`config.mk`:
```
export PLATFORM = sky130hd
export DESIGN_NAME = sorted_timer_event_queue
export DESIGN_NICKNAME = d
export VERILOG_FILES = /design/src/rtl/stq_pkg.sv /design/src/rtl/stq_mem.sv /design/src/rtl/stq_ctrl.sv /design/src/rtl/sorted_timer_event_queue.sv
export SDC_FILE = /design/constraint.sdc
export NUM_CORES = 2
export LEC_CHECK = 0
export BUFFER_PORTS_ARGS = -buffer_cell sky130_fd_sc_hd__buf_2
export CAP_MARGIN = 40
export CORE_MARGIN = 2
export CORE_UTILIZATION = 55
export CTS_BUF_LIST = sky130_fd_sc_hd__clkbuf_4 sky130_fd_sc_hd__clkbuf_8 sky130_fd_sc_hd__clkbuf_16
export DETAILED_ROUTE_END_ITERATION = 12
export PLACE_DENSITY_LB_ADDON = 0.1
export SLEW_MARGIN = 20
export SYNTH_ARGS = -nofsm -noshare
export SYNTH_HDL_FRONTEND = slang
export SYNTH_SLANG_ARGS = --single-unit
```
`constraint.sdc`:
```
create_clock -name clk -period 8.9 [get_ports clk]
set_input_delay 1.335 -clock clk [delete_from_list [all_inputs] [get_ports clk]]
set_output_delay 1.335 -clock clk [all_outputs]
set_load 0.1 [all_outputs]
```
`src/rtl/stq_pkg.sv`:
```
`timescale 1ns / 1ps
`default_nettype none
// ----------------------------------------------------------------------------
// stq_pkg
// Shared types and codes for the sorted timer event queue.
// ----------------------------------------------------------------------------
package stq_pkg;

  localparam logic REQ_ADD  = 1'b0;
  localparam logic REQ_TICK = 1'b1;

  localparam logic [1:0] KIND_ACCEPTED = 2'd0;
  localparam logic [1:0] KIND_REJECTED = 2'd1;
  localparam logic [1:0] KIND_EXPIRED  = 2'd2;

  typedef struct packed {
    logic        req_type;
    logic [31:0] delay;
    logic [15:0] tag;
  } req_t;

  typedef struct packed {
    logic [1:0]  kind;
    logic [15:0] fired_tag;
    logic [4:0]  pending;
    logic        last;
  } rsp_t;

  typedef struct packed {
    logic [63:0] expiry;
    logic [15:0] tag;
  } entry_t;

endpackage
`default_nettype wire

```
`src/rtl/stq_mem.sv`:
```
`timescale 1ns / 1ps
`default_nettype none
// ----------------------------------------------------------------------------
// stq_mem
// Timer entry store: one write port, one read port with registered data.
// ----------------------------------------------------------------------------
module stq_mem #(
  parameter int ADDR_W = 4
) (
  input  wire logic                  clk,
  input  wire logic                  wr_en,
  input  wire logic [ADDR_W-1:0]     wr_addr,
  input  wire stq_pkg::entry_t       wr_entry,
  input  wire logic                  rd_en,
  input  wire logic [ADDR_W-1:0]     rd_addr,
  output stq_pkg::entry_t            rd_entry
);

  stq_pkg::entry_t mem [2**ADDR_W];

  always_ff @(posedge clk) begin
    if (wr_en) begin
      mem[wr_addr] <= wr_entry;
    end
  end

  // read data holds until the next read
  always_ff @(posedge clk) begin
    if (rd_en) begin
      rd_entry <= mem[rd_addr];
    end
  end

endmodule
`default_nettype wire

```
`src/rtl/stq_ctrl.sv`:
```
`timescale 1ns / 1ps
`default_nettype none
// ----------------------------------------------------------------------------
// stq_ctrl
// Sequencer for sorted insert and head drain over a circular entry store,
// sharing one 64-bit adder and one 64-bit compare.
// ----------------------------------------------------------------------------
module stq_ctrl #(
  parameter int DEPTH  = 16,
  parameter int ADDR_W = 4,
  parameter int OCC_W  = 5
) (
  input  wire logic              clk,
  input  wire logic              rst,
  input  wire logic              req_valid,
  output logic                   req_ready,
  input  wire stq_pkg::req_t     req,
  output logic                   emit_valid,
  input  wire logic              emit_ready,
  output stq_pkg::rsp_t          res,
  output logic                   wr_en,
  output logic [ADDR_W-1:0]      wr_addr,
  output stq_pkg::entry_t        wr_entry,
  output logic                   rd_en,
  output logic [ADDR_W-1:0]      rd_addr,
  input  wire stq_pkg::entry_t   rd_entry
);

  localparam logic [2:0] ST_IDLE  = 3'd0;
  localparam logic [2:0] ST_INS   = 3'd1;
  localparam logic [2:0] ST_INSW  = 3'd2;
  localparam logic [2:0] ST_DRAIN = 3'd3;
  localparam logic [2:0] ST_NEXT  = 3'd4;
  localparam logic [2:0] ST_EMIT  = 3'd5;

  logic [2:0]        state, state_next;
  logic [63:0]       now, now_next;
  logic [ADDR_W-1:0] head, head_next;
  logic [OCC_W-1:0]  occ, occ_next;
  logic [ADDR_W-1:0] idx, idx_next;
  logic [63:0]       exp_new, exp_new_next;
  logic [15:0]       tag_new, tag_new_next;
  stq_pkg::rsp_t     res_next;
  logic              ret_drain, ret_drain_next;

  // shared arithmetic
  logic [63:0] add_b;
  logic [63:0] sum;
  logic [63:0] cmp_ref;
  logic        key_le;

  assign add_b   = (req.req_type == stq_pkg::REQ_TICK) ? 64'd1 : 64'(req.delay);
  assign sum     = now + add_b;
  assign cmp_ref = (state == ST_INS) ? exp_new : now;
  assign key_le  = (rd_entry.expiry <= cmp_ref);

  assign req_ready  = (state == ST_IDLE);
  assign emit_valid = (state == ST_EMIT);

  always_comb begin
    state_next     = state;
    now_next       = now;
    head_next      = head;
    occ_next       = occ;
    idx_next       = idx;
    exp_new_next   = exp_new;
    tag_new_next   = tag_new;
    res_next       = res;
    ret_drain_next = ret_drain;
    wr_en          = 1'b0;
    wr_addr        = ADDR_W'(head + idx + ADDR_W'(1));
    wr_entry       = '{expiry: exp_new, tag: tag_new};
    rd_en          = 1'b0;
    rd_addr        = ADDR_W'(head + idx);

    unique case (state)
      ST_IDLE: begin
        if (req_valid) begin
          if (req.req_type == stq_pkg::REQ_ADD) begin
            if (occ >= OCC_W'(DEPTH)) begin
              res_next = '{kind: stq_pkg::KIND_REJECTED, fired_tag: req.tag,
                           pending: 5'(occ), last: 1'b1};
              ret_drain_next = 1'b0;
              state_next     = ST_EMIT;
            end else begin
              exp_new_next = sum;
              tag_new_next = req.tag;
              if (occ == '0) begin
                state_next = ST_INSW;
              end else begin
                // walk back from the tail
                idx_next   = ADDR_W'(occ - OCC_W'(1));
                rd_en      = 1'b1;
                rd_addr    = ADDR_W'(head + ADDR_W'(occ - OCC_W'(1)));
                state_next = ST_INS;
              end
            end
          end else begin
            now_next = sum;
            if (occ != '0) begin
              rd_en      = 1'b1;
              rd_addr    = head;
              state_next = ST_DRAIN;
            end
          end
        end
      end

      ST_INS: begin
        wr_en = 1'b1;
        if (!key_le) begin
          // later expiry moves up one slot
          wr_entry = rd_entry;
          if (idx == '0) begin
            state_next = ST_INSW;
          end else begin
            idx_next   = ADDR_W'(idx - ADDR_W'(1));
            rd_en      = 1'b1;
            rd_addr    = ADDR_W'(head + idx - ADDR_W'(1));
          end
        end else begin
          occ_next = OCC_W'(occ + OCC_W'(1));
          res_next = '{kind: stq_pkg::KIND_ACCEPTED, fired_tag: tag_new,
                       pending: 5'(occ + OCC_W'(1)), last: 1'b1};
          ret_drain_next = 1'b0;
          state_next     = ST_EMIT;
        end
      end

      ST_INSW: begin
        wr_en    = 1'b1;
        wr_addr  = head;
        occ_next = OCC_W'(occ + OCC_W'(1));
        res_next = '{kind: stq_pkg::KIND_ACCEPTED, fired_tag: tag_new,
                     pending: 5'(occ + OCC_W'(1)), last: 1'b1};
        ret_drain_next = 1'b0;
        state_next     = ST_EMIT;
      end

      ST_DRAIN: begin
        if (key_le) begin
          head_next = ADDR_W'(head + ADDR_W'(1));
          occ_next  = OCC_W'(occ - OCC_W'(1));
          res_next  = '{kind: stq_pkg::KIND_EXPIRED, fired_tag: rd_entry.tag,
                        pending: 5'(occ - OCC_W'(1)), last: 1'b1};
          if (occ == OCC_W'(1)) begin
            ret_drain_next = 1'b0;
            state_next     = ST_EMIT;
          end else begin
            // look ahead to learn whether this beat is the last
            rd_en      = 1'b1;
            rd_addr    = ADDR_W'(head + ADDR_W'(1));
            state_next = ST_NEXT;
          end
        end else begin
          state_next = ST_IDLE;
        end
      end

      ST_NEXT: begin
        res_next.last  = !key_le;
        ret_drain_next = key_le;
        state_next     = ST_EMIT;
      end

      ST_EMIT: begin
        if (emit_ready) begin
          state_next = ret_drain ? ST_DRAIN : ST_IDLE;
        end
      end

      default: begin
        state_next = ST_IDLE;
      end
    endcase
  end

  always_ff @(posedge clk) begin
    if (rst) begin
      state <= ST_IDLE;
      now   <= '0;
      head  <= '0;
      occ   <= '0;
    end else begin
      state <= state_next;
      now   <= now_next;
      head  <= head_next;
      occ   <= occ_next;
    end
  end

  always_ff @(posedge clk) begin
    idx       <= idx_next;
    exp_new   <= exp_new_next;
    tag_new   <= tag_new_next;
    res       <= res_next;
    ret_drain <= ret_drain_next;
  end

endmodule
`default_nettype wire

```
`src/rtl/sorted_timer_event_queue.sv`:
```
`timescale 1ns / 1ps
`default_nettype none
// ----------------------------------------------------------------------------
// sorted_timer_event_queue
// Tick counter plus a queue of pending timers kept sorted by expiry.
//
//   channel | dir | payload         | handshake
//   req     | in  | stq_pkg::req_t  | req_valid / req_ready
//   rsp     | out | stq_pkg::rsp_t  | rsp_valid / rsp_ready
//
// Add: walks back from the tail through the single read port of the entry
// store, moving each queued entry with a later expiry up one slot.
// Tick: each expired timer takes a head read, a look-ahead read for last and
// an emit; the look-ahead is skipped when the queue runs empty.
// Reset clears time, occupancy and head pointer; no sweep.
// A full output register stalls the sequencer; req_ready is low until done.
// ----------------------------------------------------------------------------
module sorted_timer_event_queue #(
  parameter int DEPTH = 16
) (
  input  wire logic          clk,
  input  wire logic          rst,
  input  wire logic          req_valid,
  output logic               req_ready,
  input  wire stq_pkg::req_t req,
  output logic               rsp_valid,
  input  wire logic          rsp_ready,
  output stq_pkg::rsp_t      rsp
);

  localparam int ADDR_W = $clog2(DEPTH);
  localparam int OCC_W  = $clog2(DEPTH + 1);

  logic              emit_valid;
  logic              emit_ready;
  stq_pkg::rsp_t     res;
  logic              wr_en;
  logic [ADDR_W-1:0] wr_addr;
  stq_pkg::entry_t   wr_entry;
  logic              rd_en;
  logic [ADDR_W-1:0] rd_addr;
  stq_pkg::entry_t   rd_entry;

  stq_ctrl #(
    .DEPTH  (DEPTH),
    .ADDR_W (ADDR_W),
    .OCC_W  (OCC_W)
  ) u_ctrl (
    .clk        (clk),
    .rst        (rst),
    .req_valid  (req_valid),
    .req_ready  (req_ready),
    .req        (req),
    .emit_valid (emit_valid),
    .emit_ready (emit_ready),
    .res        (res),
    .wr_en      (wr_en),
    .wr_addr    (wr_addr),
    .wr_entry   (wr_entry),
    .rd_en      (rd_en),
    .rd_addr    (rd_addr),
    .rd_entry   (rd_entry)
  );

  stq_mem #(
    .ADDR_W (ADDR_W)
  ) u_mem (
    .clk      (clk),
    .wr_en    (wr_en),
    .wr_addr  (wr_addr),
    .wr_entry (wr_entry),
    .rd_en    (rd_en),
    .rd_addr  (rd_addr),
    .rd_entry (rd_entry)
  );

  // output register: free when empty or being drained this cycle
  assign emit_ready = !rsp_valid || rsp_ready;

  always_ff @(posedge clk) begin
    if (rst) begin
      rsp_valid <= 1'b0;
    end else if (emit_valid && emit_ready) begin
      rsp_valid <= 1'b1;
    end else if (rsp_ready) begin
      rsp_valid <= 1'b0;
    end
  end

  always_ff @(posedge clk) begin
    if (emit_valid && emit_ready) begin
      rsp <= res;
    end
  end

endmodule
`default_nettype wire

```
; Yosys cells after proc, flatten, opt, wreduce, memory -nomap -nowiden
; Memories as Yosys holds them, arrays and structs flattened. A register that Yosys moved wholly into a read port is not among the register bits.
; Cells that the tools add are included.
[word_totals]
ff_bits = 210
ram_bits = 1280
in_bits = 53
out_inout_bits = 26
elab_cells = 140
mem_count = 1
[op_classes]
addsub = 9
n_lt_le_gt_ge = 2
eq_ne = 19
mux = 66
bitwise_logic = 2
n_reduce_logical = 24
[mem_list]
columns = memory, depth, width, read_ports, rd_ports_with_merged_regs, write_ports, line_no
row1 = u_mem.mem, 16, 80, 1, 1, 1, stq_mem.sv:19  ; stq_pkg::entry_t mem [2**ADDR_W];
[ops]
columns = cell, n
row1 = two-way mux 80 bit, 2
row2 = two-way mux 24 bit, 5
row3 = case mux 23 bit (4 select lines), 1
row4 = adder 64 bit, 1
row5 = <= comparator 64 bit, 1
row6 = two-way mux 4 bit, 16
row7 = two-way mux 64 bit, 1
row8 = two-way mux 32 bit, 1
row9 = two-way mux 3 bit, 8
row10 = two-way mux 1 bit, 21
row11 = case mux 3 bit (5 select lines), 1
row12 = case mux 5 bit (3 select lines), 1
row13 = AND reduction 7 bit, 2
row14 = "!= test 2 bit, second input constant", 6
row15 = case mux 4 bit (3 select lines), 1
row16 = AND reduction 6 bit, 2
row17 = two-way mux 5 bit, 2
row18 = "!= test 2 x 1 -> 1 bit, second input constant", 5
row19 = case mux 1 bit (5 select lines), 2
row20 = nonzero test 5 bit, 2
row21 = "adder 4 x 1 -> 4 bit, second input constant", 2
row22 = adder 4 bit, 2
row23 = case mux 4 bit (2 select lines), 1
row24 = AND reduction 4 bit, 2
row25 = 24 further kinds, 34

; Logic depth before layout (Yosys ltp)
[depth]
ltp_word = 7
mapped_depth = 23
mapped_depth_nobuf = 18

; By module
; From an unflattened synthesis, not the netlist that was laid out.
[hier_totals]
hier_cells = 3523
hier_area_um2 = 64639.5
[by_module_without_submodules]
columns = module, n_inst, cells_per_inst, area_each_um2, seq_area_each_um2
row1 = stq_mem, 1, 2054, 50238.2, 40839.2
row2 = stq_ctrl, 1, 1440, 13625.6, 4794.6
row3 = sorted_timer_event_queue, 1, 29, 775.7, 740.7

; Worst setup path after synthesis
; No wires, ideal clock.
[synth_path]
path_type = input port to flip-flop
startpoint = input port req[48] (netlist bit)
endpoint = register u_ctrl.exp_new[0] (enable)
setup_ps = 616
arrival_time_ps = 7193
required_ps = 8284
slack_ps = 1090
path_stages = 4
path_buffers = 1
path_cell_list = clkbuf_1 -> inv_1 -> nand2_1 -> nor3_1
[synth_between]
elab_chain_cells = 2
[synth_rtl]
columns = element, line_no
row1 = from (decl), sorted_timer_event_queue.sv:25  ; input wire stq_pkg::req_t req,
row2 = inverter 1 bit (no source line), n/a
row3 = AND reduction 4 bit (no source line), n/a
row4 = to (signal assigned), stq_ctrl.sv:194  ; exp_new <= exp_new_next;
row5 = to (decl), stq_ctrl.sv:41  ; logic [63:0] exp_new, exp_new_next;
; No other way between the ends.
; A chain may end at the register's enable or synchronous reset.

; Worst setup path in the final report
[layout_path]
startpoint = register u_ctrl.state[0]
endpoint = register, netlist name u_mem.rd_entry[4]
[layout_between]
elab_chain_cells = 5
word_cells_on_any_way = 11
classes_between = 1 x order compare / 2 x eq/ne / 7 x mux / 1 x reduce/logical
[layout_rtl]
columns = element, line_no
row1 = from (decl), stq_ctrl.sv:36  ; logic [2:0] state, state_next;
row2 = from (signal assigned), stq_ctrl.sv:185  ; state <= state_next;
row3 = equality test 3 x 1 -> 1 bit, "stq_ctrl.sv:54, stq_ctrl.sv:76"
row4 = two-way mux 64 bit, stq_ctrl.sv:54  ; assign cmp_ref = (state == ST_INS) ? exp_new : now;
row5 = <= comparator 64 bit, stq_ctrl.sv:55  ; assign key_le = (rd_entry.expiry <= cmp_ref);
row6 = two-way mux 4 bit (tied with other cells), stq_ctrl.sv:141  ; if (key_le) begin
row7 = case mux 4 bit (3 select lines) or case mux 1 bit (3 select lines) (tied branches), stq_ctrl.sv:76  ; unique case (state)
; Parallel ways exist; a longest one is shown, timed or not.

==> run metrics <==
status=completed; register area share after synthesis=0.719; number of resized instances in the post-cts repair step=0; effective utilization at floorplan=0.555; vertical extent of the die=346 um; slew at the pin with the worst max-slew slack=1.01 ns; VDD IR max=0.607 mV; total wirelength of the detailed-routed design=156 mm; endpoint required time on the critical path=9.40 ns; global-route usage over all layers=0.262; final worst path period share=0.794; io pins=79; CTS Root Buffer Type=clkbuf_16; P_leak=23.9 nW; placed standard-cell area=0.0673 mm2; gate count of the mapped netlist=3555; total clock buffers created by CTS=160; sw frac=0.337; synthesized cell area=0.0645 mm2; number of fill cells in the layout=8099; critical path endpoint category=flop; aggregate negative setup slack=0 ns; Final Max Slew Viols=0; delay-heaviest family, CP=compound AO/OA/AOI/OAI gates; Placeable Area=0.116 mm2; worst path cell trace=nand2_1, nor2_4, buf_12, buf_4, mux2i_1, ha_1, nand2_1, o21ai_0, a221oi_1, o21ai_0, a32oi_1, a21boi_4, nand3_1, and4bb_1, a211oi_4, buf_12, buf_12, mux4_2, a22oi_1, nand2_1; number of enable-type register cells in the synthesized netlist=1493; CTS tree=yes; clock sink count=1570; post-detailed-route wirelength per cell=29.2 um; commonest cells in the synthesized netlist=edfxtp_1, mux4_2, nand2_1, a22oi_1, nor2_1; H-tree depth=4; total vias in the final route=34.5k; worst-path maximum fanout=60; number of nets at the end of the flow=3871; DRT Pass-1 Iters=6; antenna violations before repair=1; arrival time of the worst setup path=7.57 ns; synth top area cells=edfxtp_1, mux4_2, dfxtp_1; number of buffer and inverter instances along the worst setup path=4; Max-cap violations=0; Final ANT Viol Nets=0; number of synthesis warnings=0; Rel. slew slack=0.326; final core occ=0.626; DP HPWL=87.1 mm; share of power burned in combinational logic=0.393; cell area after layout=0.0728 mm2; clk_lat worst skew=0.78 ns; grt ovf=0; pin count of the biggest net entering global routing=149; number of buffers inserted to repair setup after CTS=0; worst min path class=reg -> reg; power density over cell area=390 mW/mm2; die area=0.120 mm2; average footprint of a synthesized cell=18.1 um2; iteration-0 DRC count of the detailed router=3986; maximum clock path buffer count=3; CP startpoint kind=flop; site row count=125; clk_skew=0.0354 ns; highest clock rate=0.141 GHz; number of hold-slack violations in the final timing report=0; post-synthesis net count=3720; most numerous cell in the Yosys netlist=edfxtp_1; count of input and output buffers=78; first-pass GRT wire length=231 mm; Critical Path Max Stage Delay=0.76 ns; floorplan die width=346 um; relative contribution of sequential cells to total power=0.366; Internal=18.8 mW; share of flip-flops with an asynchronous set or reset=0; fraction of layout cells with a size suffix above 1=0.232; Layout area overhead=12.8%; count of state elements after synthesis=1570; most used flip-flop cell after synthesis=edfxtp_1; critical setup path kind=reg -> reg; routability cong.=0.864; time the worst path needs with I/O delays and setup=7.07 ns; area share of the largest cell type after synthesis=0.695; worst-path cell with the longest stage delay=dfxtp_1; clock share of power=0.241; Avg Vias per Cell=6.44; setup-violating endpoint count in the final report=0; post-synthesis cell type count=75; clock-pin slew of the registers on the worst-case setup and hold paths=0.06 ns; vias in the first global route=35.2k; Post-CTS Hold Buffers=0; drt drc=0; unrepaired setup endpoints after global routing=no; dominant cell type by area after synthesis=edfxtp_1; switching power total=9.56 mW
==> layout make-up <==
cell class	instances	area, um2	area share
repair buffers	181	1610	0.0221
flip-flops and latches	1570	46400	0.637
well taps	1524	1910	0.0262
clock buffers	198	4380	0.0603
clock inverters	93	1040	0.0142
multi-input cells	1749	17300	0.237
inverters	44	165	0.00227
diodes	1	2.50	0.0000344
==> cell families after synthesis <==
group	after synthesis	synth area share
simple gates	592	0.0420
buf+inv	236	0.0166
mux	485	0.139
compound gates	443	0.0457
flops	1570	0.719
xor+xnor	117	0.0159
fa+ha+maj	112	0.0221
==> worst register-to-register path, cell delays in order (launching register included) <==
cell      delay [ns]
dfxtp_1         0.76
nand2_1         0.22
nor2_4          0.25
buf_12          0.22
buf_4           0.29
mux2i_1         0.11
ha_1            0.30
nand2_1         0.07
o21ai_0         0.24
a221oi_1        0.13
o21ai_0         0.71
a32oi_1         0.30
a21boi_4        0.59
nand3_1         0.32
and4bb_1        0.32
a211oi_4        0.34
buf_12          0.27
buf_12          0.46
mux4_2          0.61
a22oi_1         0.22
nand2_1         0.07
==> routing by layer <==
metal / up-vias / track usage / wire length [um]
li1: 14616 / - / -
met1: 18309 / 0.380 / 66300
met2: 1357 / 0.418 / 75600
met3: 261 / 0.0352 / 10400
met4: 0 / 0.0820 / 4040
met5: - / 0 / 0
==> layout by cell type, fill, tap and decap left out, drive strengths merged, types with 4 or more instances in the layout <==
master / netlist / layout
a211oi: 10 / 10
a21o: 23 / 23
a21oi: 119 / 119
a221oi: 7 / 7
a22oi: 162 / 162
a31oi: 12 / 12
a32oi: 5 / 5
and2: 4 / 4
and3: 11 / 11
buf: 75 / 179
bufinv: 0 / 19
clkbuf: 117 / 199
clkinv: 1 / 59
clkinvlp: 0 / 10
dfxtp: 77 / 77
edfxtp: 1493 / 1493
ha: 109 / 109
inv: 43 / 49
mux2: 79 / 79
mux2i: 86 / 86
mux4: 320 / 320
nand2: 228 / 228
nand2b: 9 / 9
nand3: 35 / 35
nand4: 26 / 26
nor2: 155 / 155
nor2b: 39 / 39
nor3: 38 / 38
nor4: 17 / 17
o21a: 6 / 6
o21ai: 60 / 60
o21bai: 4 / 4
or2: 5 / 5
or3: 11 / 11
xnor2: 78 / 78
xor2: 39 / 39
==> state kept, by name (all words and copies together) (netlist names) <==
name / flops
u_ctrl.state: 3
u_ctrl.res: 24
u_mem.mem: 1280
u_ctrl.now: 64
u_mem.rd_entry: 80
u_ctrl.occ: 5
u_ctrl.head: 4
rsp: 24
u_ctrl.tag_new: 16
rsp_valid: 1
u_ctrl.idx: 4
u_ctrl.ret_drain: 1
u_ctrl.exp_new: 64
==> path summary, 6_finish.rpt <==
kind / startpoint / end / slack, ns / cells after the start
setup / recovery: u_ctrl.state[0] / u_mem.rd_entry[4] / 1.83 / 20
setup reg to reg: u_ctrl.state[0] / u_mem.rd_entry[4] / 1.83 / 20
hold reg to reg: u_ctrl.res[15] / rsp[15] / 0.42 / 0
hold / removal: u_ctrl.res[15] / rsp[15] / 0.42 / 0
==> power groups by stage <==
stage / sequential, mW / clock [mW] / combinational [mW]
4_1_cts: 10.4 / 6.96 / 11.3
2_1_floorplan: 10.5 / 0 / 8.11
3_5_place_dp: 10.5 / 0 / 11.2
6_report: 10.4 / 6.85 / 11.2
5_1_grt: 10.4 / 7.25 / 12.1
3_3_place_gp: 10.5 / 0 / 10.9
==> through the flow <==
step,hold WS (ns),setup slack (ns),cells,power (mW)
global route,0.426,1.50,5359,29.8
global placement,0.403,1.60,5046,21.4
CTS,0.418,1.92,5357,28.6
finish,0.417,1.83,5360,28.4
floorplan,0.400,1.09,3555,18.6
detailed placement,0.405,1.93,5066,21.8
No activity file was read; power rests on OpenSTA's default activity.
